## src/rtl/lhq_pkg.sv

```systemverilog
`default_nettype none
package lhq_pkg;

  // command codes carried on in_tuser
  typedef enum logic [1:0] {
    CMD_RECORD   = 2'd0,
    CMD_SNAPSHOT = 2'd1,
    CMD_CLEAR    = 2'd2
  } cmd_t;

  typedef enum logic [1:0] {
    ST_IDLE,
    ST_REC,
    ST_SWEEP,
    ST_DRAIN
  } state_t;

  localparam int unsigned CNT_W    = 32;
  localparam int unsigned SUM_W    = 64;
  localparam int unsigned NUM_Q    = 3;
  localparam int unsigned PCT_W    = 7;
  localparam logic [PCT_W-1:0] PCT_SCALE = 7'd100;
  // p50, p90, p99
  localparam logic [PCT_W-1:0] PCT_Q [NUM_Q] = '{7'd50, 7'd90, 7'd99};

  // controller to datapath
  typedef struct packed {
    logic load;       // input transaction taken
    logic clear;      // zero all stores
    logic snap_init;  // latch rank targets, restart sweep
    logic rec_wr;     // bucket write-back and totals update
    logic sweep_rd;   // read next bucket of the sweep
    logic out_load;   // move snapshot into the output register
  } ctl_t;

  // datapath to controller
  typedef struct packed {
    logic sweep_last;
    logic pipe_busy;
    logic out_free;
  } sts_t;

  // number of significant bits of v, by a five-step binary search
  function automatic logic [5:0] bit_len(input logic [31:0] v);
    logic [31:0] x;
    logic [4:0]  pos;
    x   = v;
    pos = '0;
    if (x[31:16] != 16'd0) begin
      pos[4] = 1'b1;
      x      = x >> 16;
    end
    if (x[15:8] != 8'd0) begin
      pos[3] = 1'b1;
      x      = x >> 8;
    end
    if (x[7:4] != 4'd0) begin
      pos[2] = 1'b1;
      x      = x >> 4;
    end
    if (x[3:2] != 2'd0) begin
      pos[1] = 1'b1;
      x      = x >> 2;
    end
    if (x[1]) begin
      pos[0] = 1'b1;
    end
    bit_len = (v == 32'd0) ? 6'd0 : {1'b0, pos} + 6'd1;
  endfunction

endpackage
`default_nettype wire

```

## src/rtl/lhq_ram.sv

```systemverilog
`default_nettype none
module lhq_ram #(
  parameter int unsigned WIDTH = 32,
  parameter int unsigned DEPTH = 32,
  localparam int unsigned AW = (DEPTH > 1) ? $clog2(DEPTH) : 1
) (
  input  wire logic             clk,
  input  wire logic             we,
  input  wire logic [AW-1:0]    waddr,
  input  wire logic [WIDTH-1:0] wdata,
  input  wire logic [AW-1:0]    raddr,
  output logic      [WIDTH-1:0] rdata
);

  logic [WIDTH-1:0] mem_r [DEPTH];
  logic [WIDTH-1:0] rdata_r;

  always_ff @(posedge clk) begin
    if (we) begin
      mem_r[waddr] <= wdata;
    end
    rdata_r <= mem_r[raddr];
  end

  assign rdata = rdata_r;

endmodule
`default_nettype wire

```

## src/rtl/lhq_ctrl.sv

```systemverilog
`default_nettype none
module lhq_ctrl import lhq_pkg::*; (
  input  wire logic       clk,
  input  wire logic       rst_n,
  input  wire logic       in_tvalid,
  output logic            in_tready,
  input  wire logic [1:0] in_command,
  input  wire sts_t       sts,
  output ctl_t            ctl
);

  state_t state_r, state_nxt;

  always_ff @(posedge clk) begin
    if (!rst_n) begin
      state_r <= ST_IDLE;
    end else begin
      state_r <= state_nxt;
    end
  end

  always_comb begin
    state_nxt = state_r;
    ctl       = '0;
    in_tready = 1'b0;
    case (state_r)
      ST_IDLE: begin
        in_tready = 1'b1;
        if (in_tvalid) begin
          ctl.load = 1'b1;
          case (cmd_t'(in_command))
            CMD_RECORD: begin
              state_nxt = ST_REC;
            end
            CMD_SNAPSHOT: begin
              ctl.snap_init = 1'b1;
              state_nxt     = ST_SWEEP;
            end
            CMD_CLEAR: begin
              ctl.clear = 1'b1;
            end
            default: begin
              // unused code, dropped
            end
          endcase
        end
      end
      ST_REC: begin
        ctl.rec_wr = 1'b1;
        state_nxt  = ST_IDLE;
      end
      ST_SWEEP: begin
        ctl.sweep_rd = 1'b1;
        if (sts.sweep_last) begin
          state_nxt = ST_DRAIN;
        end
      end
      ST_DRAIN: begin
        if (!sts.pipe_busy && sts.out_free) begin
          ctl.out_load = 1'b1;
          state_nxt    = ST_IDLE;
        end
      end
      default: begin
        state_nxt = ST_IDLE;
      end
    endcase
  end

endmodule
`default_nettype wire

```

## src/rtl/lhq_dpath.sv

```systemverilog
`default_nettype none
module lhq_dpath import lhq_pkg::*; #(
  parameter int unsigned BUCKETS = 32
) (
  input  wire logic             clk,
  input  wire logic             rst_n,
  input  wire ctl_t             ctl,
  output sts_t                  sts,
  input  wire logic [CNT_W-1:0] in_sample,
  input  wire logic             out_tready,
  output logic                  out_tvalid,
  output logic [CNT_W-1:0]      out_count,
  output logic [SUM_W-1:0]      out_sum,
  output logic [CNT_W-1:0]      out_max,
  output logic [CNT_W-1:0]      out_p50,
  output logic [CNT_W-1:0]      out_p90,
  output logic [CNT_W-1:0]      out_p99
);

  localparam int unsigned IDX_W = $clog2(BUCKETS);
  // cumulative count times the percent scale
  localparam int unsigned CUM_W = CNT_W + IDX_W + PCT_W;
  localparam logic [IDX_W-1:0] IDX_TOP = IDX_W'(BUCKETS - 1);

  // totals
  logic [CNT_W-1:0] cnt_r, cnt_nxt;
  logic [SUM_W-1:0] sum_r, sum_nxt;
  logic [CNT_W-1:0] max_r, max_nxt;
  logic [SUM_W:0]   sum_wide;

  // record path
  logic [CNT_W-1:0] smp_r;
  logic [IDX_W-1:0] rec_idx_r;
  logic [IDX_W-1:0] bkt_in;
  logic [5:0]       len_in;
  logic [BUCKETS-1:0] vld_r, vld_nxt;
  logic [CNT_W-1:0] rd_data;
  logic [CNT_W-1:0] rec_cnt;
  logic [CNT_W-1:0] rec_inc;
  logic [IDX_W-1:0] ram_raddr;

  // sweep pipeline
  logic [IDX_W-1:0] swp_idx_r;
  logic             p1_r, p2_r;
  logic [IDX_W-1:0] p1_idx_r, p2_idx_r;
  logic [CNT_W-1:0] p1_cnt;
  logic [CUM_W-1:0] d100_r;
  logic [CUM_W-1:0] cum_r, cum_nxt;
  logic [CUM_W-1:0] tgt_r [NUM_Q];
  logic [NUM_Q-1:0] fnd_r;
  logic [CNT_W-1:0] bnd_r [NUM_Q];
  logic [CNT_W:0]   top_wide;
  logic [CNT_W-1:0] top_clamp;

  // output register
  logic             ovld_r;
  logic [CNT_W-1:0] o_cnt_r, o_max_r;
  logic [SUM_W-1:0] o_sum_r;
  logic [CNT_W-1:0] o_bnd_r [NUM_Q];

  // bucket of the incoming sample, top bucket saturates
  always_comb begin
    len_in = bit_len(in_sample);
    if (len_in > 6'(BUCKETS - 1)) begin
      bkt_in = IDX_TOP;
    end else begin
      bkt_in = IDX_W'(len_in);
    end
  end

  assign ram_raddr = ctl.sweep_rd ? swp_idx_r : bkt_in;

  lhq_ram #(
    .WIDTH (CNT_W),
    .DEPTH (BUCKETS)
  ) u_bkt_ram (
    .clk   (clk),
    .we    (ctl.rec_wr),
    .waddr (rec_idx_r),
    .wdata (rec_inc),
    .raddr (ram_raddr),
    .rdata (rd_data)
  );

  // never-written entries read as zero
  assign rec_cnt = vld_r[rec_idx_r] ? rd_data : '0;
  assign rec_inc = (rec_cnt == '1) ? rec_cnt : rec_cnt + CNT_W'(1);
  assign p1_cnt  = vld_r[p1_idx_r] ? rd_data : '0;

  always_comb begin
    vld_nxt  = vld_r;
    cnt_nxt  = cnt_r;
    sum_nxt  = sum_r;
    max_nxt  = max_r;
    sum_wide = {1'b0, sum_r} + (SUM_W + 1)'(smp_r);
    if (ctl.clear) begin
      vld_nxt = '0;
      cnt_nxt = '0;
      sum_nxt = '0;
      max_nxt = '0;
    end else if (ctl.rec_wr) begin
      vld_nxt[rec_idx_r] = 1'b1;
      if (cnt_r != '1) begin
        cnt_nxt = cnt_r + CNT_W'(1);
      end
      sum_nxt = sum_wide[SUM_W] ? '1 : sum_wide[SUM_W-1:0];
      if (smp_r > max_r) begin
        max_nxt = smp_r;
      end
    end
  end

  always_ff @(posedge clk) begin
    if (!rst_n) begin
      vld_r <= '0;
      cnt_r <= '0;
      sum_r <= '0;
      max_r <= '0;
    end else begin
      vld_r <= vld_nxt;
      cnt_r <= cnt_nxt;
      sum_r <= sum_nxt;
      max_r <= max_nxt;
    end
  end

  always_ff @(posedge clk) begin
    if (ctl.load) begin
      smp_r     <= in_sample;
      rec_idx_r <= bkt_in;
    end
  end

  // sweep control and pipeline valids
  always_ff @(posedge clk) begin
    if (!rst_n) begin
      swp_idx_r <= '0;
      p1_r      <= 1'b0;
      p2_r      <= 1'b0;
    end else begin
      if (ctl.snap_init) begin
        swp_idx_r <= '0;
      end else if (ctl.sweep_rd) begin
        swp_idx_r <= swp_idx_r + IDX_W'(1);
      end
      p1_r <= ctl.sweep_rd;
      p2_r <= p1_r;
    end
  end

  // upper bound of the bucket leaving the pipe, clamped to the maximum
  always_comb begin
    top_wide = ((CNT_W + 1)'(1) << p2_idx_r) - (CNT_W + 1)'(1);
    if (top_wide > {1'b0, max_r}) begin
      top_clamp = max_r;
    end else begin
      top_clamp = top_wide[CNT_W-1:0];
    end
  end

  assign cum_nxt = cum_r + d100_r;

  always_ff @(posedge clk) begin
    p1_idx_r <= swp_idx_r;
    p2_idx_r <= p1_idx_r;
    d100_r   <= CUM_W'(p1_cnt) * CUM_W'(PCT_SCALE);
    if (ctl.snap_init) begin
      cum_r <= '0;
      for (int q = 0; q < NUM_Q; q++) begin
        tgt_r[q] <= CUM_W'(cnt_r) * CUM_W'(PCT_Q[q]);
        fnd_r[q] <= 1'b0;
        bnd_r[q] <= '0;
      end
    end else if (p2_r) begin
      cum_r <= cum_nxt;
      for (int q = 0; q < NUM_Q; q++) begin
        // 100*cum >= count*q is the same test as cum >= ceil(count*q/100)
        if (!fnd_r[q] && (cum_nxt >= tgt_r[q])) begin
          fnd_r[q] <= 1'b1;
          bnd_r[q] <= top_clamp;
        end
      end
    end
  end

  // output register
  always_ff @(posedge clk) begin
    if (!rst_n) begin
      ovld_r <= 1'b0;
    end else if (ctl.out_load) begin
      ovld_r <= 1'b1;
    end else if (out_tready) begin
      ovld_r <= 1'b0;
    end
  end

  always_ff @(posedge clk) begin
    if (ctl.out_load) begin
      o_cnt_r <= cnt_r;
      o_sum_r <= sum_r;
      o_max_r <= max_r;
      for (int q = 0; q < NUM_Q; q++) begin
        o_bnd_r[q] <= bnd_r[q];
      end
    end
  end

  assign sts.sweep_last = (swp_idx_r == IDX_TOP);
  assign sts.pipe_busy  = p1_r | p2_r;
  assign sts.out_free   = !ovld_r || out_tready;

  assign out_tvalid = ovld_r;
  assign out_count  = o_cnt_r;
  assign out_sum    = o_sum_r;
  assign out_max    = o_max_r;
  assign out_p50    = o_bnd_r[0];
  assign out_p90    = o_bnd_r[1];
  assign out_p99    = o_bnd_r[2];

endmodule
`default_nettype wire

```

## src/rtl/log2_latency_histogram_quantiles_top.sv

```systemverilog
`default_nettype none
// Latency histogram with percentile readout. Each input transaction carries a
// command on in_tuser (0 record, 1 snapshot, 2 clear, 3 ignored) and a 32-bit
// sample in microseconds on in_tdata. A record files the sample in a log2
// bucket (bucket 0 is zero, bucket i spans 2^(i-1) to 2^i-1, the top bucket
// takes everything larger) and updates the saturating count, the saturating
// 64-bit sum and the maximum, by an accept followed by a read-modify-write of
// the bucket RAM. A clear zeroes all stores at once through per-bucket valid
// flags. A snapshot ends in a registered result: the bucket RAM is swept one
// entry a cycle through a three-stage accumulate-and-compare pipe, and p50,
// p90 and p99 are the upper bound of the first bucket whose running count
// reaches ceil(count*q/100), clamped to the maximum (zero when nothing was
// recorded). Only snapshots give an output transaction; a result waiting
// in the output register does not hold off records or clears, only the
// completion of the next snapshot.
module log2_latency_histogram_quantiles_top import lhq_pkg::*; #(
  parameter int unsigned BUCKETS = 32
) (
  input  wire logic         clk,
  input  wire logic         rst_n,
  // input channel
  input  wire logic         in_tvalid,
  output logic              in_tready,
  input  wire logic [31:0]  in_tdata,   // [31:0] sample_us
  input  wire logic [1:0]   in_tuser,   // [1:0] command
  // result channel
  output logic              out_tvalid,
  input  wire logic         out_tready,
  // [31:0] sample_count, [95:32] sample_sum, [127:96] sample_max,
  // [159:128] median_bound, [191:160] p90_bound, [223:192] p99_bound
  output logic [223:0]      out_tdata
);

  ctl_t ctl;
  sts_t sts;

  logic [CNT_W-1:0] res_count;
  logic [SUM_W-1:0] res_sum;
  logic [CNT_W-1:0] res_max;
  logic [CNT_W-1:0] res_p50;
  logic [CNT_W-1:0] res_p90;
  logic [CNT_W-1:0] res_p99;

  // sequencing: accept, record write-back, bucket sweep, drain
  lhq_ctrl u_ctrl (
    .clk        (clk),
    .rst_n      (rst_n),
    .in_tvalid  (in_tvalid),
    .in_tready  (in_tready),
    .in_command (in_tuser),
    .sts        (sts),
    .ctl        (ctl)
  );

  // bucket RAM, totals, percentile search and output register
  lhq_dpath #(
    .BUCKETS (BUCKETS)
  ) u_dpath (
    .clk        (clk),
    .rst_n      (rst_n),
    .ctl        (ctl),
    .sts        (sts),
    .in_sample  (in_tdata),
    .out_tready (out_tready),
    .out_tvalid (out_tvalid),
    .out_count  (res_count),
    .out_sum    (res_sum),
    .out_max    (res_max),
    .out_p50    (res_p50),
    .out_p90    (res_p90),
    .out_p99    (res_p99)
  );

  // fields packed from the lowest bit up
  assign out_tdata = {res_p99, res_p90, res_p50, res_max, res_sum, res_count};

endmodule
`default_nettype wire

```

## config.mk

```make
export PLATFORM = sky130hd
export DESIGN_NAME = log2_latency_histogram_quantiles_top
export DESIGN_NICKNAME = d
export VERILOG_FILES = /design/src/rtl/lhq_pkg.sv /design/src/rtl/lhq_ram.sv /design/src/rtl/lhq_ctrl.sv /design/src/rtl/lhq_dpath.sv /design/src/rtl/log2_latency_histogram_quantiles_top.sv
export SDC_FILE = /design/constraint.sdc
export NUM_CORES = 2
export LEC_CHECK = 0
export BUFFER_PORTS_ARGS = -buffer_cell sky130_fd_sc_hd__buf_2
export CORE_MARGIN = 2
export CORE_UTILIZATION = 55
export CTS_CLUSTER_DIAMETER = 30
export CTS_CLUSTER_SIZE = 12
export DETAILED_ROUTE_END_ITERATION = 12
export PLACE_DENSITY = 0.72
export SETUP_SLACK_MARGIN = 0.2
export SYNTH_ARGS = -nofsm -noshare
export SYNTH_HDL_FRONTEND = slang
export SYNTH_SLANG_ARGS = --single-unit
```

## constraint.sdc

```tcl
create_clock -name clk -period 12 [get_ports clk]
set_input_delay 3 -clock clk [delete_from_list [all_inputs] [get_ports clk]]
set_output_delay 3 -clock clk [all_outputs]
set_load 0.005 [all_outputs]
```

### Word level (Yosys, flattened, before mapping)

Memories as Yosys holds them, arrays and structs flattened. A register that Yosys moved wholly into a read port is not among the register bits.
Cells that the tools add are included.
Widths: inputs -> output; s select.

* register bits after elaboration: 429
* bits in latches: 0
* RAM bits: 1333
* memory bits (read-only): 0
* word-level logic and storage cells: 151
* memories: 4

* $add $sub $neg: 7
* multipliers: 4
* div/mod/pow operators: 0
* order comparisons: 9
* eq/ne operators: 12
* shifts and indexed selects: 1
* mux-type cells: 60
* bitwise gates (word level): 6
* reduce and logical (&&, ||, !) cells: 27

Memories
* u_dpath.u_bkt_ram.mem_r: words 32, width 32, read ports 1, clocked after Yosys merged registers in 1, write ports 1, line lhq_ram.sv:15 `logic [WIDTH-1:0] mem_r [DEPTH];`
* u_dpath.tgt_r: words 3, width 39, read ports 3, clocked after Yosys merged registers in 0, write ports 3, line lhq_dpath.sv:49 `logic [CUM_W-1:0] tgt_r [NUM_Q];`
* u_dpath.bnd_r: words 3, width 32, read ports 3, clocked after Yosys merged registers in 0, write ports 3, line lhq_dpath.sv:51 `logic [CNT_W-1:0] bnd_r [NUM_Q];`
* u_dpath.o_bnd_r: words 3, width 32, read ports 3, clocked after Yosys merged registers in 0, write ports 3, line lhq_dpath.sv:59 `logic [CNT_W-1:0] o_bnd_r [NUM_Q];`

Operators by type and width (number)
* $mux 32: 7
* $ge 44x44->1: 3
* $mul 32x5->37 const B: 2
* $add 64x32->65: 1
* $add 32x1->32 const B: 2
* $mux 64: 1
* $add 44x39->44: 1
* $mul 32x7->39 const B: 1
* $mul 32x6->38 const B: 1
* $mux 1: 35
* $gt 33x32->1: 1
* $shl 1x5->33 const A: 1
* $sub 33x2->33 const B: 1
* $eq 32x32->1 const B: 1
* $gt 32x32->1: 1
* $logic_not 32->1: 1
* $ne 32x32->1 const B: 1
* $or 32x32->32: 1
* $mux 16: 1
* $reduce_bool 16->1: 1
* $lt 5x6->1 const B: 2
* $bmux 1 s5: 2
* $mux 5: 2
* $reduce_and 2->1: 5
* other kinds (29): 51

### Logic depth before layout (Yosys ltp)

* depth in word-level cells: 14
* mapped depth: 26
* gate-level depth less buffers: 25

### Hierarchy

From an unflattened synthesis, not the netlist that was laid out.

* cells, all modules: 6988
* area, all modules: 88690.1 um^2

Modules (own cells, without submodules)
* lhq_dpath: instances 1, cells an instance 4708, area each 48027.3 um^2, sequential area each 19258.5 um^2
* lhq_ram: instances 1, cells an instance 2260, area each 40487.6 um^2, sequential area each 31390.1 um^2
* lhq_ctrl: instances 1, cells an instance 20, area each 175.2 um^2, sequential area each 40.0 um^2

### Least setup slack after synthesis

No wires, ideal clock.

* kind: input -> register
* from: input out_tready
* to: memory u_dpath.o_bnd_r[0][0] (enable)
* library setup time: 0.576 ns
* arrival: 7.751 ns
* data required time: 11.424 ns
* slack: 3.673 ns
* stages: 5
* path through: nand2b_1 nand2_1 nor3_1 nand2_1 inv_1

RTL lines
* start, declared: line log2_latency_histogram_quantiles_top.sv:28 `input wire logic out_tready,`
* end, declared: line lhq_dpath.sv:59

### Worst setup path after layout

* from: register u_dpath.p1_idx_r[0]
* to: register u_dpath.d100_r[38]

* word-level cells in the longest chain between the ends: 4

Ends and longest elaborated chain
* start, declared: line lhq_dpath.sv:45 `logic [IDX_W-1:0] p1_idx_r, p2_idx_r;`
* start signal, assigned: line lhq_dpath.sv:164 `p1_idx_r <= swp_idx_r;`
* $bmux 1 s5: line lhq_dpath.sv:88 `assign p1_cnt = vld_r[p1_idx_r] ? rd_data : '0;`
* $mux 1 (not written as such): line lhq_dpath.sv:88
* $mux 32: line lhq_dpath.sv:88
* named net u_dpath.p1_cnt[2]: line lhq_dpath.sv:46 `logic [CNT_W-1:0] p1_cnt;`
* $mul 32x5->37: line lhq_dpath.sv:166 `d100_r <= CUM_W'(p1_cnt) * CUM_W'(PCT_SCALE);`
* end signal, assigned: line lhq_dpath.sv:166
* end, declared: line lhq_dpath.sv:47 `logic [CUM_W-1:0] d100_r;`

The timed path passes the listed nets, and every way through them passes these cells. The select of a mux whose other input is x is not followed.
A chain may end at the register's enable or synchronous reset.

==> impl_metrics.prom <==
# TYPE chip_impl_metric gauge
chip_impl_metric{name="cp_data_required_time",unit="ps"} 12760
chip_impl_metric{name="power.static_leakage",unit="nW"} 43.7
chip_impl_metric{name="grt_pass1_vias",unit=""} 61289
chip_impl_metric{name="yosys_warnings",unit=""} 0
chip_impl_info{name="area_contributors_post_synth",value="sky130_fd_sc_hd__edfxtp_1, sky130_fd_sc_hd__ha_1, sky130_fd_sc_hd__dfxtp_1"} 1
chip_impl_metric{name="postSynthCellCount",unit=""} 7413
chip_impl_metric{name="switchingPower",unit="mW"} 3.99
chip_impl_metric{name="placeableCoreArea",unit="sq mm"} 0.160
chip_impl_metric{name="antenna_left",unit=""} 0
chip_impl_metric{name="seqPwrFrac",unit="%"} 38.3
chip_impl_metric{name="cts-buffers-inserted",unit=""} 375
chip_impl_metric{name="drcViolationCount",unit=""} 0
chip_impl_metric{name="timing.fmax",unit="GHz"} 0.136
chip_impl_metric{name="dr.pass1.iters",unit=""} 6
chip_impl_info{name="synth_top_flop_cell",value="sky130_fd_sc_hd__edfxtp_1"} 1
chip_impl_metric{name="synth-seq-area-share",unit="%"} 57.4
chip_impl_info{name="rsz0062_at_grt",value="no"} 1
chip_impl_metric{name="floorplan.die_area",unit="sq mm"} 0.164
chip_impl_metric{name="skew_pair_late_insertion_delay",unit="ps"} 970
chip_impl_metric{name="final_layout_size_suffix_gt1_share",unit="%"} 13.5
chip_impl_info{name="clock_tree.root_cell",value="sky130_fd_sc_hd__clkbuf_16"} 1
chip_impl_metric{name="die_outline_width",unit="um"} 405
chip_impl_metric{name="areaGrowthSynthToFinish",unit="%"} 18.9
chip_impl_metric{name="power-per-cell-area",unit="mW/mm^2"} 170
chip_impl_metric{name="synth.distinct_cells",unit=""} 83
chip_impl_metric{name="syn_nets",unit=""} 8209
chip_impl_metric{name="vias",unit=""} 61520
chip_impl_metric{name="avgRoutedWirePerCell",unit="um"} 23.3
chip_impl_metric{name="globalplace.congestion",unit=""} 0.930
chip_impl_metric{name="portBuffers",unit=""} 263
chip_impl_info{name="synth_area_leader_cell",value="sky130_fd_sc_hd__edfxtp_1"} 1
chip_impl_info{name="critical_path_class",value="flip-flop to flip-flop"} 1
chip_impl_info{name="timing.critical_path.from_type",value="flip-flop"} 1
chip_impl_metric{name="switching_share",unit="%"} 22.3
chip_impl_info{name="status",value="completed"} 1
chip_impl_metric{name="syn_area",unit="sq mm"} 0.0884
chip_impl_info{name="kind_of_end_point_of_the_critical_path",value="flip-flop"} 1
chip_impl_metric{name="post-route-period-util",unit="%"} 61.2
chip_impl_metric{name="fillerInstances",unit=""} 11480
chip_impl_metric{name="cts_htree_levels",unit=""} 5
chip_impl_metric{name="postCtsHoldBufs",unit=""} 0
chip_impl_info{name="synth_commonest_cells",value="sky130_fd_sc_hd__edfxtp_1, sky130_fd_sc_hd__inv_1, sky130_fd_sc_hd__nand2_1"} 1
chip_impl_metric{name="least_margin_pin_slew",unit="ps"} 1330
chip_impl_metric{name="timing.final.hold_violations",unit=""} 0
chip_impl_metric{name="grt_resource_usage_total",unit="%"} 29.0
chip_impl_metric{name="routed_wirelength",unit="um"} 240000
chip_impl_info{name="classification_of_the_worst_slack_hold_path",value="flip-flop to flip-flop"} 1
chip_impl_metric{name="ioPinCount",unit=""} 264
chip_impl_metric{name="peakVddDrop",unit="V"} 0.000156
chip_impl_metric{name="vias_cell",unit=""} 5.99
chip_impl_metric{name="die-height",unit="um"} 405
chip_impl_metric{name="floorplan.rows",unit=""} 147
chip_impl_metric{name="antenna_found_initial",unit=""} 4
chip_impl_metric{name="layout_min_cycle_time",unit="ps"} 7340
chip_impl_metric{name="grt_max_degree",unit=""} 159
chip_impl_metric{name="dr.first_iter.drc_count",unit=""} 6548
chip_impl_metric{name="power.share.clock",unit="%"} 57.1
chip_impl_metric{name="synth_edf_count",unit=""} 1492
chip_impl_metric{name="globalRouteOverflowTotal",unit=""} 0
chip_impl_metric{name="grt_first_pass_wirelength",unit="um"} 362000
chip_impl_metric{name="maxSlewHeadroom",unit="%"} 11.4
chip_impl_metric{name="arrival",unit="ps"} 8100
chip_impl_metric{name="placed_cell_area",unit="sq mm"} 0.0924
chip_impl_metric{name="drv_cap",unit=""} 0
chip_impl_metric{name="post_cts_buffers",unit=""} 0
chip_impl_metric{name="syn_area_per_cell",unit="sq um"} 11.9
chip_impl_metric{name="postSynthRegisterBits",unit=""} 1786
chip_impl_metric{name="nets",unit=""} 8687
chip_impl_metric{name="worst_clock_skew",unit="ps"} 107
chip_impl_metric{name="setup_slack",unit="ps"} 4660
chip_impl_metric{name="setup-violations-final",unit=""} 0
chip_impl_metric{name="holdWs",unit="ps"} 374
chip_impl_metric{name="clock_sinks",unit=""} 1786
chip_impl_metric{name="power.total",unit="mW"} 17.9
chip_impl_metric{name="floorplan.initialDensity",unit="%"} 55.2
chip_impl_metric{name="clock_path_buffers",unit=""} 4
chip_impl_metric{name="synth_top_area_share",unit="%"} 50.7
chip_impl_metric{name="cts_resized",unit=""} 0
chip_impl_metric{name="total_count_of_max_transition_violations_in_the_final_report",unit=""} 0
chip_impl_metric{name="synth_async_sr_flop_share",unit="%"} 0
chip_impl_metric{name="dp_hpwl",unit="um"} 147000
chip_impl_metric{name="cts_clk_pin_slew_worst_paths",unit="ps"} 50
chip_impl_metric{name="cp_max_fo",unit=""} 32
chip_impl_metric{name="internal_power",unit="mW"} 13.9
chip_impl_metric{name="pre_cts_setup_slack",unit="ps"} 3990
chip_impl_info{name="tritoncts",value="built"} 1
chip_impl_metric{name="layout.cell_area.non_filler",unit="sq mm"} 0.105
chip_impl_metric{name="setup_tns",unit="ps"} 0
chip_impl_metric{name="proportion_of_power_drawn_by_combinational_gates",unit="%"} 4.6
chip_impl_info{name="synthMostInstantiatedCell",value="sky130_fd_sc_hd__edfxtp_1"} 1
-- worst max-delay path, stage by stage (launching register included) --
cell and delay (ps):
sky130_fd_sc_hd__dfxtp_1 850, sky130_fd_sc_hd__mux4_2 610, sky130_fd_sc_hd__mux4_2 500, sky130_fd_sc_hd__mux2_2 490
sky130_fd_sc_hd__and2_1 310, sky130_fd_sc_hd__ha_1 310, sky130_fd_sc_hd__ha_1 280, sky130_fd_sc_hd__inv_1 50
sky130_fd_sc_hd__fa_1 500, sky130_fd_sc_hd__inv_1 40, sky130_fd_sc_hd__ha_1 340, sky130_fd_sc_hd__a21o_1 190
sky130_fd_sc_hd__a21oi_1 250, sky130_fd_sc_hd__o21ai_0 170, sky130_fd_sc_hd__a221oi_1 560, sky130_fd_sc_hd__o211ai_1 260
sky130_fd_sc_hd__nand3_1 150, sky130_fd_sc_hd__and3_1 220, sky130_fd_sc_hd__o311ai_0 200, sky130_fd_sc_hd__a21o_1 260
sky130_fd_sc_hd__a211oi_1 330, sky130_fd_sc_hd__a21oi_1 140, sky130_fd_sc_hd__xor2_1 150
-- cell families (layout without fill, tap and decap cells) --
| logic type | after synthesis | count (layout) | share of synthesized area, % |
|---|---|---|---|
| buffers and inverters | 1068 | 1846 | 4.68 |
| multiplexers | 279 | 279 | 3.42 |
| AO/OA/AOI/OAI | 1275 | 1275 | 9.59 |
| AND/OR/NAND/NOR | 1998 | 1998 | 10.3 |
| XOR/XNOR | 248 | 248 | 2.46 |
| other | 1 | 3 | 0.00424 |
| adder cells (fa/ha/maj) | 758 | 758 | 12.2 |
| flip-flops | 1786 | 1786 | 57.4 |
-- registers in the layout, indices dropped and copies added, names as in the netlist, 37 cells and up --
name	count
u_dpath.o_bnd_r	96
u_dpath.tgt_r	111
u_dpath.u_bkt_ram.mem_r	1024
u_dpath.cum_r	42
u_dpath.out_sum	64
u_dpath.d100_r	37
u_dpath.bnd_r	96
u_dpath.sum_r	64
-- path summary, 6_finish.rpt --
kind	start	to	slack, ps	cells past startpoint
min reg2reg	u_dpath.swp_idx_r[3]	u_dpath.p1_idx_r[3]	370	0
min	u_dpath.swp_idx_r[3]	u_dpath.p1_idx_r[3]	370	0
max reg2reg	u_dpath.p1_idx_r[0]	u_dpath.d100_r[38]	4660	22
max	u_dpath.p1_idx_r[0]	u_dpath.d100_r[38]	4660	22
-- cell type report --
type	instances	area [sq um]	share of cell area, %
Sequential cell	1786	50700	48.3
Multi-Input combinational cell	4559	33900	32.3
Clock buffer	444	9980	9.50
Inverter	796	3000	2.86
Tap cell	2086	2610	2.49
Clock inverter	233	2590	2.47
Timing Repair Buffer	373	2190	2.09
Antenna cell	2	5.00	0.00477
-- cells in the final DEF, fill, tap and decap left out, drive strengths merged, types with 213 or more instances in the layout --
| master | count |
|---|---|
| inv | 833 |
| mux2i | 258 |
| nand3 | 213 |
| a21oi | 301 |
| clkbuf | 444 |
| nand2 | 788 |
| dfxtp | 294 |
| nor2 | 465 |
| edfxtp | 1492 |
| ha | 589 |
| buf | 373 |
-- power groups by stage --
| stage | Combinational, mW | Clock (mW) | Sequential, mW |
|---|---|---|---|
| finish | 0.828 | 10.2 | 6.84 |
| global route | 0.894 | 10.6 | 6.83 |
| CTS | 0.817 | 10.3 | 6.83 |
| detailed placement | 0.804 | 0 | 6.94 |
| global placement | 0.785 | 0 | 6.94 |
| floorplan | 0.584 | 0 | 6.87 |
-- stage by stage --
step	instances	util, %
3_5_place_dp	9598	57.8
2_1_floorplan	7413	-
4_1_cts	10275	65.6
5_1_grt	10278	65.6
6_report	10279	65.6
3_3_place_gp	9598	57.8
-- routing by layer --
| layer | global-route usage (%) | part of all wire (%) |
|---|---|---|
| met5 | 0 | 0 |
| met3 | 4.99 | 8.4 |
| met2 | 47.4 | 48 |
| met1 | 37.3 | 39 |
| met4 | 14.7 | 5.3 |
(Power assumes the default switching activity.)
